<file path="config.mk">
export PLATFORM = sky130hd
export DESIGN_NAME = varint_codec_core
export DESIGN_NICKNAME = d
export VERILOG_FILES = /design/src/hdl/vc_pkg.sv /design/src/hdl/vc_decoder.sv /design/src/hdl/vc_encoder.sv /design/src/hdl/varint_codec_core.sv
export SDC_FILE = /design/constraint.sdc
export NUM_CORES = 1
export LEC_CHECK = 0
export ABC_AREA = 1
export ABC_CLOCK_PERIOD_IN_PS = 10600
export BUFFER_PORTS_ARGS = -buffer_cell sky130_fd_sc_hd__buf_2
export CAP_MARGIN = 20
export CORE_UTILIZATION = 35
export DETAILED_ROUTE_END_ITERATION = 8
export PLACE_DENSITY = 0.65
export SLEW_MARGIN = 20
export SYNTH_ARGS = -nofsm -noshare
export SYNTH_HDL_FRONTEND = slang
export SYNTH_SLANG_ARGS = --single-unit
</file>
<file path="constraint.sdc">
create_clock -name aclk -period 10.6 [get_ports aclk]
set_input_delay 0.53 -clock aclk [delete_from_list [all_inputs] [get_ports aclk]]
set_output_delay 0.53 -clock aclk [all_outputs]
set_load 0.03 [all_outputs]
</file>
<file path="src/hdl/vc_pkg.sv">
// Shared types and constants for the varint codec.
// No dependencies; imported by every module of the block.
`timescale 1ns / 1ps

package vc_pkg;

    localparam int unsigned VC_BYTE_W     = 8;
    localparam int unsigned VC_VALUE_W    = 64;
    localparam int unsigned VC_GROUP_W    = 7;
    localparam int unsigned VC_NARROW_W   = 32;
    localparam int unsigned VC_COUNT_W    = 4;
    localparam int unsigned VC_LIMIT_NARROW = 5;
    localparam int unsigned VC_LIMIT_WIDE   = 10;
    // Groups that fit whole into the 64-bit accumulator; the next one adds one bit.
    localparam int unsigned VC_FULL_GROUPS  = VC_VALUE_W / VC_GROUP_W;

    typedef enum logic [1:0] {
        RK_BYTE  = 2'd0,
        RK_VALUE = 2'd1,
        RK_ERROR = 2'd2
    } vc_result_kind_t;

    typedef struct packed {
        vc_result_kind_t        kind;
        logic [VC_BYTE_W-1:0]   out_byte;
        logic [VC_VALUE_W-1:0]  out_value;
        logic                   last;
    } vc_result_t;

endpackage

</file>
<file path="src/hdl/vc_decoder.sv">
// Varint byte decoder: gathers seven-bit groups into the accumulator.
// Depends on vc_pkg.
`timescale 1ns / 1ps

module vc_decoder import vc_pkg::*; (
    input  logic                  aclk,
    input  logic                  aresetn,
    input  logic                  take,
    input  logic                  wide,
    input  logic [VC_BYTE_W-1:0]  in_byte,
    output logic                  res_valid,
    output vc_result_t            res
);

    logic [VC_VALUE_W-1:0] acc_reg, acc_next, acc_sum;
    logic [VC_COUNT_W-1:0] cnt_reg, cnt_next;
    logic                  too_long;

    always_ff @(posedge aclk) begin
        if (!aresetn) begin
            acc_reg <= '0;
            cnt_reg <= '0;
        end else begin
            acc_reg <= acc_next;
            cnt_reg <= cnt_next;
        end
    end

    assign too_long = wide ? (cnt_reg >= VC_COUNT_W'(VC_LIMIT_WIDE))
                           : (cnt_reg >= VC_COUNT_W'(VC_LIMIT_NARROW));

    // Each byte position owns one slice of the accumulator.
    always_comb begin
        acc_sum = acc_reg;
        for (int i = 0; i < VC_FULL_GROUPS; i++) begin
            if (cnt_reg == VC_COUNT_W'(i)) begin
                acc_sum[i*VC_GROUP_W +: VC_GROUP_W] = acc_reg[i*VC_GROUP_W +: VC_GROUP_W]
                                                      | in_byte[VC_GROUP_W-1:0];
            end
        end
        if (cnt_reg == VC_COUNT_W'(VC_FULL_GROUPS)) begin
            acc_sum[VC_VALUE_W-1] = acc_reg[VC_VALUE_W-1] | in_byte[0];
        end
    end

    always_comb begin
        acc_next      = acc_reg;
        cnt_next      = cnt_reg;
        res_valid     = 1'b0;
        res.kind      = RK_VALUE;
        res.out_byte  = '0;
        res.out_value = '0;
        res.last      = 1'b1;
        if (take) begin
            if (too_long) begin
                acc_next  = '0;
                cnt_next  = '0;
                res_valid = 1'b1;
                res.kind  = RK_ERROR;
            end else if (in_byte[VC_BYTE_W-1]) begin
                acc_next = acc_sum;
                cnt_next = cnt_reg + 1'b1;
            end else begin
                acc_next  = '0;
                cnt_next  = '0;
                res_valid = 1'b1;
                res.out_value = wide ? acc_sum
                                     : {{(VC_VALUE_W-VC_NARROW_W){1'b0}},
                                        acc_sum[VC_NARROW_W-1:0]};
            end
        end
    end

endmodule

</file>
<file path="src/hdl/vc_encoder.sv">
// Varint encoder: a 64-bit shift register that drops seven bits per emitted byte.
// Depends on vc_pkg.
`timescale 1ns / 1ps

module vc_encoder import vc_pkg::*; (
    input  logic                   aclk,
    input  logic                   aresetn,
    input  logic                   load,
    input  logic                   advance,
    input  logic                   wide,
    input  logic [VC_VALUE_W-1:0]  in_value,
    output logic                   busy,
    output logic                   res_valid,
    output vc_result_t             res
);

    logic                  busy_reg, busy_next;
    logic [VC_VALUE_W-1:0] rem_reg, rem_next;
    logic [VC_VALUE_W-1:0] src;
    logic                  more;

    always_ff @(posedge aclk) begin
        if (!aresetn) begin
            busy_reg <= 1'b0;
        end else begin
            busy_reg <= busy_next;
        end
    end

    always_ff @(posedge aclk) begin
        rem_reg <= rem_next;
    end

    assign busy = busy_reg;
    assign src  = busy_reg ? rem_reg
                : (wide ? in_value
                        : {{(VC_VALUE_W-VC_NARROW_W){1'b0}}, in_value[VC_NARROW_W-1:0]});
    assign more = (src[VC_VALUE_W-1:VC_GROUP_W] != '0);

    always_comb begin
        res_valid     = load || (busy_reg && advance);
        res.kind      = RK_BYTE;
        res.out_byte  = {more, src[VC_GROUP_W-1:0]};
        res.out_value = '0;
        res.last      = !more;
        busy_next     = busy_reg;
        rem_next      = rem_reg;
        if (res_valid) begin
            busy_next = more;
            rem_next  = {{VC_GROUP_W{1'b0}}, src[VC_VALUE_W-1:VC_GROUP_W]};
        end
    end

endmodule

</file>
<file path="src/hdl/varint_codec_core.sv">
// Top level of the varint codec: handshakes and the output register.
// Depends on vc_pkg, vc_decoder and vc_encoder.
`timescale 1ns / 1ps

// Usage
// The input channel (s_*) carries one item per transfer: s_kind 0 hands in one
// encoded byte on s_in_byte, s_kind 1 hands in one value on s_in_value. s_wide
// selects 32-bit or 64-bit varints for that item.
// The result channel (m_*) carries one result per transfer: an encoded byte,
// a decoded value or a too-long error, with m_last on the final result of an item.
// A decode byte's result, if any, is shown on the cycle after the input
// transfer, and the next byte may follow at once, so decode runs at one byte
// per cycle while the receiver does not stall and the encoder is idle.
// An encode item yields 1 to 10 output bytes: the encoder's shift register
// releases seven bits per cycle while the output slot is free, and s_ready
// stays low until the last byte has left the shift register.
// If the receiver stalls, the output register holds its result and s_ready
// falls until that result is taken; nothing is lost or repeated.
// Reset clears the decoder, the encoder and the output valid flag; a value
// half gathered before reset is discarded.

module varint_codec_core import vc_pkg::*; (
    input  logic                   aclk,
    input  logic                   aresetn,
    input  logic                   s_valid,
    output logic                   s_ready,
    input  logic                   s_kind,
    input  logic                   s_wide,
    input  logic [VC_BYTE_W-1:0]   s_in_byte,
    input  logic [VC_VALUE_W-1:0]  s_in_value,
    output logic                   m_valid,
    input  logic                   m_ready,
    output logic [1:0]             m_result_kind,
    output logic [VC_BYTE_W-1:0]   m_out_byte,
    output logic [VC_VALUE_W-1:0]  m_out_value,
    output logic                   m_last
);

    logic       m_valid_reg, m_valid_next;
    vc_result_t out_reg, out_next;
    logic       slot_free;
    logic       s_take;
    logic       enc_busy, enc_valid, dec_valid;
    vc_result_t enc_res, dec_res;

    // The output slot can take a new result when empty or when being drained.
    assign slot_free = !m_valid_reg || m_ready;
    assign s_ready   = slot_free && !enc_busy;
    assign s_take    = s_valid && s_ready;

    vc_decoder u_decoder (
        .aclk      (aclk),
        .aresetn   (aresetn),
        .take      (s_take && !s_kind),
        .wide      (s_wide),
        .in_byte   (s_in_byte),
        .res_valid (dec_valid),
        .res       (dec_res)
    );

    vc_encoder u_encoder (
        .aclk      (aclk),
        .aresetn   (aresetn),
        .load      (s_take && s_kind),
        .advance   (slot_free),
        .wide      (s_wide),
        .in_value  (s_in_value),
        .busy      (enc_busy),
        .res_valid (enc_valid),
        .res       (enc_res)
    );

    // The two sources never fire together: the encoder only loads when idle,
    // and while it is busy no decode byte is accepted.
    always_comb begin
        m_valid_next = m_valid_reg;
        out_next     = out_reg;
        if (slot_free) begin
            m_valid_next = dec_valid || enc_valid;
            out_next     = enc_valid ? enc_res : dec_res;
        end
    end

    always_ff @(posedge aclk) begin
        if (!aresetn) begin
            m_valid_reg <= 1'b0;
        end else begin
            m_valid_reg <= m_valid_next;
        end
    end

    always_ff @(posedge aclk) begin
        out_reg <= out_next;
    end

    assign m_valid       = m_valid_reg;
    assign m_result_kind = out_reg.kind;
    assign m_out_byte    = out_reg.out_byte;
    assign m_out_value   = out_reg.out_value;
    assign m_last        = out_reg.last;

endmodule
</file>
---- Word level (Yosys, flattened, before mapping) ----
Index checks and enable logic that the tools add are counted.
Widths: inputs -> output; s select.
word-level totals
  memory bits (read-only) ................. 0
  output and inout bits ................... 77
  bits in writable memories ............... 0
  word-level logic and storage cells ...... 74
  memories ................................ 0
  bits in latches ......................... 0
  register bits ........................... 202
  input bits .............................. 78
operators by class
  mux-type cells .......................... 22
  bitwise logic cells ..................... 12
  eq/ne operators ......................... 9
  div/mod/pow operators ................... 0
  shifts and indexed selects .............. 0
  reductions and logical operators ........ 17
  multiply operators ...................... 0
  add/subtract/negate cells ............... 1
  magnitude comparators ................... 2
operator list
  operator             number
  $mux 64              4
  $mux 7               9
  $or 7x7->7           9
  $reduce_bool 57->1   1
  $eq 4x3->1 const B   4
  $eq 4x2->1 const B   2
  $eq 4x4->1 const B   2
  $mux 4               2
  $mux 1               6
  $logic_and 1x1->1    5
  $reduce_or 5->1      1
  $add 4x1->4 const B  1
  $eq 4x1->1 const B   1
  $ge 4x3->1 const B   1
  $ge 4x4->1 const B   1
  $logic_not 1->1      4
  $logic_not 4->1      1
  $reduce_or 4->1      1
  $logic_or 1x1->1     3
  $mux 2               1
  $not 1->1            2
  $reduce_or 2->1      1
  $or 1x1->1           1

---- Logic depth before layout (Yosys ltp) ----
Gate-level depths: netlist of the first run.
  depth in word-level cells ............... 7
  depth in mapped cells ................... 13
  mapped depth without buffers ............ 12

---- By module ----
Synthesis of the first run repeated with hierarchy kept, for this count alone.
second synthesis, totals
  cell total of the unflattened synthesis .. 1162
  area, all modules ....................... 9974.6 µm²
by module, submodules not included
  module             times used  cells each  area each (µm²)  sequential area each (µm²)
  varint_codec_core  1           327         3399.5           2272.2
  vc_encoder         1           401         3382.0           1731.7
  vc_decoder         1           434         3193.1           1361.3

---- Worst setup path before layout of the first run ----
Ideal clock, no wire load.
  path type ............................... in2reg
  from .................................... in m_ready
  to ...................................... reg out_reg, in the netlist m_last (data pin)
  buffers on the path ..................... 0
  arrival time ............................ 3.868 ns
  cell stages on the path ................. 5
  slack ................................... 6.413 ns
  data required time ...................... 10.280 ns
  library setup time ...................... 0.320 ns
  path through ............................ nor2_1 > inv_1 > o21ai_2 > inv_1 > nand2_2
on the way
  cells in the longest elaborated chain, start to end .. 5
  elaborated cells on any way between the ends .. 6
  those cells by class .................... reduce/logical (6)
ends and longest elaborated chain
  element               RTL line                 RTL
  start, declared       varint_codec_core.sv:32  input logic m_ready,
  $logic_or 1x1->1 (*)  varint_codec_core.sv:47  assign slot_free = !m_valid_reg || m_ready;
  $logic_and 1x1->1     varint_codec_core.sv:48  assign s_ready = slot_free && !enc_busy;
  $logic_and 1x1->1     varint_codec_core.sv:49  assign s_take = s_valid && s_ready;
  $logic_and 1x1->1     varint_codec_core.sv:64  .load (s_take && s_kind),
  $logic_or 1x1->1 (*)  vc_encoder.sv:41         res_valid = load || (busy_reg && advance);
  net enc_valid         varint_codec_core.sv:43  logic enc_busy, enc_valid, dec_valid;
  end signal, assigned  varint_codec_core.sv:93  out_reg <= out_next;
  end, declared         varint_codec_core.sv:40  vc_result_t out_reg, out_next;
The timed path passes the listed nets; every way through them passes the cells marked *.
A chain may end at the register's enable or synchronous reset.

---- Worst setup path in the final report of the first run ----
  from .................................... reg u_encoder.busy_reg, in the netlist u_encoder.busy
  to ...................................... reg u_decoder.acc_reg[39]
on the way
  cells in the longest elaborated chain, start to end .. 4
ends and longest elaborated chain
  element                 RTL line                 RTL
  start, declared         vc_encoder.sv:17         logic busy_reg, busy_next;
  start signal, assigned  vc_encoder.sv:26         busy_reg <= busy_next;
  $logic_not 1->1         varint_codec_core.sv:48
  $logic_and 1x1->1       varint_codec_core.sv:48
  $logic_and 1x1->1       varint_codec_core.sv:49
  $logic_and 1x1->1       varint_codec_core.sv:54  .take (s_take && !s_kind),
  end signal, assigned    vc_decoder.sv:24         acc_reg <= acc_next;
  end, declared           vc_decoder.sv:15         logic [VC_VALUE_W-1:0] acc_reg, acc_next, acc_sum;
Every way passes these cells.

==> results of run 1 <==
-- cells in the final DEF (no fill, tap or decap), types with 2 or more instances in the layout --
cell / Yosys / routed
buf_4: 1 / 6
dfxtp_1: 70 / 69
o21ai_1: 2 / 2
a21oi_1: 74 / 74
clkbuf_8: 0 / 3
inv_1: 24 / 22
nor3_1: 46 / 46
nand2_1: 171 / 171
edfxtp_1: 132 / 132
nand4_1: 2 / 2
clkbuf_16: 0 / 24
nand2_2: 2 / 2
buf_2: 17 / 154
xor2_1: 2 / 2
o21ai_2: 2 / 2
nor3_2: 20 / 20
inv_2: 2 / 4
nand3_1: 23 / 22
clkbuf_1: 8 / 4
nor2_1: 184 / 184
clkinv_2: 0 / 6
ha_1: 4 / 4
-- layer usage --
metal / global-route usage [%] / vias up / share of wire [%]
met1: 20.1 / 2692 / 45
met5: 0 / - / 0
met3: 2.80 / 37 / 5.3
met4: 5.00 / 0 / 2.8
li1: - / 3000 / -
met2: 24.8 / 178 / 47
-- cell usage after synthesis --
| master | count | area (um^2) |
|---|---|---|
| nand3_1 | 23 | 115 |
| buf_2 | 17 | 85.1 |
| a21oi_1 | 74 | 370 |
| buf_4 | 1 | 7.51 |
| nand4_1 | 2 | 12.5 |
| nand2_2 | 2 | 12.5 |
| xor2_1 | 2 | 17.5 |
| buf_1 | 7 | 26.3 |
| a211oi_1 | 1 | 7.51 |
| nand2_1 | 171 | 642 |
| nor3_1 | 46 | 230 |
| inv_4 | 1 | 6.26 |
| nor4_4 | 1 | 21.3 |
| ha_1 | 4 | 50.1 |
| nor3_2 | 20 | 200 |
| o21ai_0 | 1 | 5.00 |
| o21ai_2 | 2 | 17.5 |
| nand3b_1 | 1 | 7.51 |
| inv_2 | 2 | 7.51 |
| o21ai_1 | 2 | 10.0 |
| edfxtp_1 | 132 | 3960 |
| nor2_1 | 184 | 691 |
| buf_6 | 9 | 101 |
| clkbuf_1 | 8 | 30.0 |
| inv_1 | 24 | 90.1 |
| a31oi_1 | 1 | 6.26 |
| a41oi_1 | 1 | 8.76 |
| dfxtp_1 | 70 | 1400 |
-- kinds of logic (layout without fill, tap and decap cells) --
family                     count (synthesis)  in the layout
buffers and inverters                     69            228
other                                      0              1
xor gates and xnor gates                   2              2
and+or+nand+nor                          450            450
DFF                                      202            202
AOI/OAI and AO/OA                         82             82
adders and majority gates                  4              4
-- through the flow --
step / power (W) / hold slack (ns)
2_1_floorplan: 0.00106 / 0.474
6_report: 0.00188 / 0.305
3_3_place_gp: 0.00112 / 0.482
5_1_grt: 0.00196 / 0.305
3_5_place_dp: 0.00113 / 0.487
4_1_cts: 0.00190 / 0.287
-- final timing paths --
check | startpoint | end
max | u_encoder.busy | u_decoder.acc_reg[39]
min | aresetn | u_encoder.busy
max reg2reg | u_encoder.busy | u_decoder.acc_reg[39]
min reg2reg | u_decoder.acc_reg[3] | u_decoder.acc_reg[3]
-- power breakdown --
part | switching [W] | internal [W]
Clock | 0.000309 | 0.000461
Combinational | 0.000149 | 0.0000515
Sequential | 0.0000139 | 0.000893
Total | 0.000472 | 0.00141
-- worst register-to-register path, delay by kind of cell, from the launching register on --
kind                   cells  cell delay [ns]
buffers and inverters      3             1.57
flip-flops                 1             0.31
AND/OR/NAND/NOR            4             1.08
-- area by class of cell --
type	count	area, um^2
fill	2203	12900
sequential	202	5370
multi-input combinational	538	2430
timing repair buffer	160	816
clock buffer	31	657
tap	285	357
inverter	27	104
clock inverter	10	91.3
antenna	1	2.50
==> metrics.csv, run 1 <==
metric;value;unit
fin_setup_tns;0;ns
floorplan.initialDensity;35.9;%
crit_slowest_cell;buf_4;
synth_compound_area_share;5.22;%
hold_depth;3;
grt_overflow;0;
rsz0062_at_grt;false;
clk_path_buf_depth;3;
endpoint_kind;flip-flop;
fp.dieH;155;um
drt_first_iter_violations;316;
ff2ff_setup_slack;7.48;ns
clkTransAtPathRegs;0.06;ns
hold_viol;0;
num_vias;5907;
cts_setup_buffers;0;
cp_num_buf_inv;3;
worstMarginPinSlew;0.992;ns
fin_util;43.3;%
setup_viol;0;
coreArea;22700;um^2
fin_crit;3.12;ns
cp_top_family;buffers and inverters;
io_pins;155;
synthAdderAreaFrac;0.615;%
routed_wl;18200;um
antenna_found_initial;1;
cts_inserted_buffers;23;
via_per_inst;4.71;
clk_latency;0.52;ns
startpoint_type;flip-flop;
dpl_cell_area;9070;um^2
dp_slack;7.39;ns
cp_num_cells;7;
worst-setup-path-type;reg2reg;
track_usage;15.1;%
irDropWorstVdd;0.114;mV
ys_seq_elements;202;
firstDrtPassIters;4;
powerDensity;191;nW/um^2
crit_top_cell;buf_4;
power.leakage;4.06;nW
ys_types;28;
place_hpwl;12000;um
arrival;3.48;ns
status;finished clean;
place_congestion;0.785;
clock-sinks;202;
setup_slack;7.48;ns
grt_pass1_vias;5677;
die-width;155;um
root_buffer;clkbuf_16;
period_share;29.4;%
drcViolationCount;0;
fin_nets;1034;
numPlacedInstances;1212;
port_buffers;154;
fmax;0.321;GHz
drive_gt1_share;23.6;%
worst-path-max-fanout;71;
fin_area;9820;um^2
h-tree-depth;1;
skew;0.0197;ns
cts_tree;done;
final_max_slew_viol_count;0;
synth_warnings;0;
synth_top_family_by_area;simple AND/OR/NAND/NOR gates;
drtAntennaViolNets;0;
drv_cap;0;
synth-xor-area-share;0.215;%
fp-row-count;55;
cts_hold_buf;0;
required;10.96;ns
syn_to_final_growth;20.6;%
die-area;23900;um^2
fin_cells;1254;
synthCells;809;
grt_pass1_wl;28800;um
hp-class;in2reg;
max_stage_delay;0.63;ns
syn_area_per_cell;10.1;um^2
cts_resized;0;
synth_area;8140;um^2
max_slew_margin;33.8;%
reg2reg_depth;7;
grt_max_degree;78;
crit_chain;buf_4 -> nor4_4 -> buf_4 -> nand2_1 -> nand2_2 -> buf_4 -> nor3_1;
synth_nets;891;
synthSimpleGateAreaFrac;23.7;%
synth.yosys.seq_area_share;65.9;%
muxShareOfSynthArea;0;%
wl_per_cell;14.5;um
Power figures use the tool's default switching activity.
==> run 2, diff against run 1 <==
--- a/config.mk
+++ b/config.mk
@@ -6,7 +6,7 @@
 export NUM_CORES = 1
 export LEC_CHECK = 0
 export ABC_AREA = 1
-export ABC_CLOCK_PERIOD_IN_PS = 10600
+export ABC_CLOCK_PERIOD_IN_PS = 3000
 export BUFFER_PORTS_ARGS = -buffer_cell sky130_fd_sc_hd__buf_2
 export CAP_MARGIN = 20
 export CORE_UTILIZATION = 35
==> constraint.sdc (replaced) <==
create_clock -name aclk -period 3 [get_ports aclk]
set_input_delay 0.15 -clock aclk [delete_from_list [all_inputs] [get_ports aclk]]
set_output_delay 0.15 -clock aclk [all_outputs]
set_load 0.03 [all_outputs]
==> run 2 against run 1 <==
  * Sequential cell count did not move
  * Utilization rose by 2.6 points
  * Clock skew barely moved
  * Clock power rose to 3.2 times the previous value
  * Register-to-register slack got worse by 7.0 ns
  * Largest power group unchanged
  * Combinational power rose to 3.9 times the previous value
  * Wire length rose by 6.2%
==> metrics.csv, run 2 (synthesized netlist as in run 1, its figures left out) <==
metric;value;unit;change
status;finished clean;;
worst-path-max-fanout;62;;-13%
final_common_cell;nor2_1;;
fp.dieH;155;um;unchanged
hp-class;in2reg;;
final_max_slew_viol_count;0;;unchanged
rsz0062_at_grt;false;;
hold_viol;0;;unchanged
via_per_inst;4.76;;+1.0%
port_buffers;154;;unchanged
fillCellCount;2161;;-1.9%
place_congestion;0.784;;-0.20%
h-tree-depth;1;;unchanged
skew;0.0201;ns;+0.000336 ns
floorplan.initialDensity;35.9;%;unchanged
track_usage;15.9;%;+0.82 points
fin_nets;1099;;+6.3%
clk_path_buf_depth;3;;unchanged
antenna_found_initial;2;;+1
io_pins;155;;unchanged
max_slew_margin;34.1;%;+0.29 points
cts_inserted_buffers;22;;-4.3%
drtAntennaViolNets;0;;unchanged
num_vias;6272;;+6.2%
highest-signal-layer;met5;;
die-width;155;um;unchanged
total_power;0.00645;W;+240%
drv_cap;0;;unchanged
fin_util;45.8;%;+2.6 points
clkTransAtPathRegs;0.06;ns;about the same
wl_per_cell;14.6;um;+1.0%
place_hpwl;12100;um;+1.2%
reg2reg_depth;13;;+6
ff2ff_setup_slack;0.46;ns;-7.03 ns
whs;0.0404;ns;-0.264 ns
fin_crit;2.54;ns;-0.574 ns
grt_pass1_vias;5962;;+5.0%
worst-setup-path-type;reg2reg;;
drt_first_iter_violations;408;;+29%
hold_end;m_out_byte[6];;
period_share;84.8;%;+55 points
ff_latch_area;5370;um^2;about the same
drive_gt1_share;21.6;%;-2.0 points
clk_latency;0.50;ns;-0.02 ns
antenna_cells;0;;-1
dr_wl_met2;9280;um;+8.1%
powerDensity;620;nW/um^2;+220%
syn_to_final_growth;27.8;%;
dpl_cell_area;9130;um^2;+0.68%
grt_pass1_wl;30300;um;+5.1%
worstMarginPinSlew;0.988;ns;-0.00434 ns
power.leakage;4.28;nW;+5.4%
fin_setup_tns;0;ns;unchanged
grt_overflow;0;;unchanged
clock-sinks;202;;unchanged
arrival;2.93;ns;-0.55 ns
regToRegEndpoint;u_encoder.busy;;
fin_area;10400;um^2;+5.9%
multi_input_area;2440;um^2;+0.41%
setup_viol;0;;unchanged
die-area;23900;um^2;unchanged
fmax;0.393;GHz;+23%
endpoint_kind;flip-flop;;
hold_depth;3;;unchanged
min_from;s_in_value[6];;
final_cell_mix;183 x nor2_1, 171 x nand2_1, 154 x buf_2;;
routed_wl;19300;um;+6.2%
drcViolationCount;0;;unchanged
worst_r2r_startpoint;u_encoder.busy;;
cts_tree;done;;
firstDrtPassIters;5;;+1
required;3.39;ns;-7.57 ns
wl_met3;1280;um;+32%
root_buffer;clkbuf_16;;
setup.worst_path.start;u_encoder.busy;;
grt_max_degree;77;;-1.3%
coreArea;22700;um^2;unchanged
wl_met1;8330;um;+2.7%
fp-row-count;55;;unchanged
startpoint_type;flip-flop;;
irDropWorstVdd;0.267;mV;+130%
[run 2: cell types whose count changed in the layout (fill, tap and decap cells not counted), moves of 2 or more]
| cell | change |
|---|---|
| clkbuf_8 | -3 |
| clkinv_2 | -4 |
| dlygate4sd3_1 | +63 |
| clkbuf_1 | +7 |
| clkinv_1 | +2 |
| buf_4 | +2 |
[run 2: what timing repair did]
| item | in CTS | in global routing |
|---|---|---|
| setup buffers | 0 | 0 |
| hold buffers | 63 | 0 |
| resized for setup | 0 | 0 |
| hold endpoints to repair | 63 | 0 |
| setup endpoints to repair | 0 | 0 |
[run 2: layer usage]
metal / track usage [%] / up-vias
met5: 0 / -
met4: 4.34 / 4
met3: 3.50 / 33
met2: 27.0 / 196
met1: 20.5 / 2906
li1: - / 3133
[run 2: critical path: stages (launching register included)]
cell,delay (ns)
dfxtp_2,0.42
buf_4,0.52
nor2_1,0.18
nand2_1,0.11
nand2_1,0.06
nor2_1,0.09
nand2_1,0.05
nor2_1,0.08
nand2_1,0.05
nor2_1,0.08
nand2_1,0.07
nand2_2,0.09
a21oi_1,0.06
dlygate4sd3_1,0.55
[run 2: final cells by class]
type                            count  area share, %
Inverter                           27           1.07
Multi-Input combinational cell    538           23.4
Sequential cell                   202           51.6
Clock buffer                       34           5.93
Timing Repair Buffer              226           14.2
Clock inverter                      6          0.289
Tap cell                          285           3.43
[run 2: stage by stage]
step                instances  setup slack, ns
global placement         1215            0.875
finish                   1318            0.457
floorplan                 809           -0.378
detailed placement       1215            0.807
global route             1318            0.192
CTS                      1318            0.450
[run 2: worst max path at each step]
stage / to / slack, ns / cells past startpoint
2_1_floorplan: m_out_byte[7] / -0.38 / 7
3_3_place_gp: u_decoder.acc_reg[54] / 0.88 / 10
3_5_place_dp: u_decoder.acc_reg[52] / 0.81 / 10
4_1_cts: u_encoder.busy / 0.45 / 13
5_1_grt: u_encoder.busy / 0.19 / 13
6_report: u_encoder.busy / 0.46 / 13
[run 2: power by group]
group	leakage, nW	internal, W	switching (W)
combinational	1.97	0.000245	0.000542
sequential	1.99	0.00315	0.0000497
clock	0.313	0.00141	0.00105
==> run 3, diff against run 2 <==
--- a/config.mk
+++ b/config.mk
@@ -6,7 +6,7 @@
 export NUM_CORES = 1
 export LEC_CHECK = 0
 export ABC_AREA = 1
-export ABC_CLOCK_PERIOD_IN_PS = 3000
+export ABC_CLOCK_PERIOD_IN_PS = 2500
 export BUFFER_PORTS_ARGS = -buffer_cell sky130_fd_sc_hd__buf_2
 export CAP_MARGIN = 20
 export CORE_UTILIZATION = 35
==> constraint.sdc (replaced) <==
create_clock -name aclk -period 2.5 [get_ports aclk]
set_input_delay 0.125 -clock aclk [delete_from_list [all_inputs] [get_ports aclk]]
set_output_delay 0.125 -clock aclk [all_outputs]
set_load 0.03 [all_outputs]
==> run 3 against run 2 <==
  * Sequential power rose by 20%
  * Highest routed layer unchanged
  * Setup slack got worse by 0.26 ns
  * Sequential share of layout area fell by 0.36 points
  * Clock-buffer cell count fell by 5
==> metrics.csv, run 3 (synthesized netlist as in run 1, its figures left out) <==
metric;value;unit;change
antenna_found_initial;2;;unchanged
whs;0.0118;ns;-0.0286 ns
worst-setup-path-type;reg2reg;;
hp-class;in2reg;;
p_int;0.00590;W;+23%
fmax;0.434;GHz;+10%
numPlacedInstances;1214;;-0.082%
swShare;25.2;%;-0.25 points
syn_to_final_growth;28.7;%;
clkTransAtPathRegs;0.06;ns;about the same
root_buffer;clkbuf_16;;
port_buffers;154;;unchanged
fp-row-count;55;;unchanged
irDropWorstVdd;0.430;mV;+61%
endpoint_kind;flip-flop;;
setup_slack;0.194;ns;-0.263 ns
drt_first_iter_violations;378;;-7.4%
num_vias;6271;;-0.016%
grt_max_degree;77;;unchanged
setup_viol;0;;unchanged
powerDensity;752;nW/um^2;+21%
cts_setup_buffers;0;;unchanged
wl_per_cell;14.5;um;-1.1%
fin_setup_tns;0;ns;unchanged
h-tree-depth;1;;unchanged
max_slew_margin;35.7;%;+1.5 points
routed_wl;19100;um;-1.0%
fin_nets;1100;;+0.091%
dpl_cell_area;9130;um^2;about the same
drv_cap;0;;unchanged
cts_tree;done;;
period_share;92.2;%;+7.5 points
grt_pass1_vias;5941;;-0.35%
power_frac_seq;48.8;%;-0.8 points
io_pins;155;;unchanged
rsz0062_at_grt;false;;
clk_path_buf_depth;3;;unchanged
hold_viol;0;;unchanged
pwr-share-comb;12.0;%;-0.2 points
worst_r2r_startpoint;u_encoder.busy;;
cts_inserted_buffers;22;;unchanged
ff2ff_setup_slack;0.19;ns;-0.26 ns
power.leakage;4.31;nW;+0.81%
reg2reg_depth;13;;unchanged
drcViolationCount;0;;unchanged
clk_latency;0.50;ns;about the same
die-width;155;um;unchanged
fin_area;10500;um^2;+0.71%
setup.worst_path.start;u_encoder.busy;;
drtAntennaViolNets;0;;unchanged
fin_crit;2.31;ns;-0.237 ns
required;2.87;ns;-0.52 ns
place_congestion;0.803;;+2.5%
antenna_cells;0;;unchanged
clkPwrFrac;39.3;%;+1.1 points
track_usage;15.9;%;about the same
final_common_cell;nor2_1;;
grt_overflow;0;;unchanged
final_max_slew_viol_count;0;;unchanged
startpoint_type;flip-flop;;
drive_gt1_share;21.9;%;+0.27 points
grt_pass1_wl;30200;um;about the same
coreArea;22700;um^2;unchanged
clock-sinks;202;;unchanged
fp.dieH;155;um;unchanged
p_sw;0.00198;W;+21%
firstDrtPassIters;5;;unchanged
skew;0.00762;ns;-0.0124 ns
worstMarginPinSlew;0.965;ns;-0.0231 ns
status;finished clean;;
die-area;23900;um^2;unchanged
arrival;2.68;ns;-0.25 ns
fin_cells;1319;;+0.076%
regToRegEndpoint;u_encoder.busy;;
dp_slack;0.558;ns;-0.249 ns
place_hpwl;11900;um;-1.8%
floorplan.initialDensity;35.9;%;unchanged
final_cell_mix;183 x nor2_1, 171 x nand2_1, 154 x buf_2;;
via_per_inst;4.75;;about the same
crit_end;u_encoder.busy;;
worst-path-max-fanout;62;;unchanged
==> run 3: timing repair <==
| item | in CTS | in global routing |
|---|---|---|
| gates resized for setup | 0 | 1 |
| hold buffers | 65 | 0 |
| endpoints found under the hold margin | 65 | 0 |
| endpoints found under the setup margin | 0 | 1 |
==> run 3: critical path, stage by stage (launching register included) <==
cell and delay (ns):
dfxtp_2 0.45, buf_12 0.28, nor2_1 0.14, nand2_1 0.09, nand2_1 0.06, nor2_1 0.08
nand2_1 0.05, nor2_1 0.08, nand2_1 0.05, nor2_1 0.08, nand2_1 0.07, nand2_2 0.09
a21oi_1 0.07, dlygate4sd3_1 0.55
==> run 3: layout make-up <==
cell class / count / area, um^2
clock inverter: 11 / 85.1
multi-input combinational: 538 / 2440
sequential: 202 / 5370
fill: 2116 / 12200
tap: 285 / 357
timing repair buffer: 227 / 1510
inverter: 27 / 114
clock buffer: 29 / 608
==> run 3: metrics by stage <==
step / power (W) / util [%]
after floorplan: 0.00452 / -
after global placement: 0.00477 / 40.2
after detailed placement: 0.00478 / 40.2
after CTS: 0.00795 / 46.1
after global routing: 0.00819 / 46.1
final: 0.00788 / 46.1
==> run 3: per-layer routing <==
metal | wire [um] | track usage (%)
met5 | 23 | 0
met4 | 440 | 5.09
met3 | 1420 | 3.33
met2 | 9020 | 26.0
met1 | 8200 | 21.1
==> run 3: how the worst min path moves through the flow <==
stage                                 end  slack (ns)           start  depth (start not counted)
finish               u_decoder.cnt_reg[0]        0.01          s_kind                          4
global route        u_encoder.rem_reg[47]        0.03  s_in_value[54]                          3
CTS                  u_decoder.cnt_reg[0]       0.002          s_kind                          4
detailed placement         u_encoder.busy        0.40         aresetn                          3
global placement           u_encoder.busy        0.41         aresetn                          3
floorplan                         m_valid        0.25         aresetn                          2
==> run 3: power groups by stage <==
stage / logic (W) / clock network [W] / registers (W)
floorplan: 0.000428 / 0 / 0.00409
global placement: 0.000861 / 0 / 0.00391
detailed placement: 0.000866 / 0 / 0.00392
CTS: 0.000945 / 0.00316 / 0.00385
global route: 0.00103 / 0.00330 / 0.00386
finish: 0.000945 / 0.00309 / 0.00384
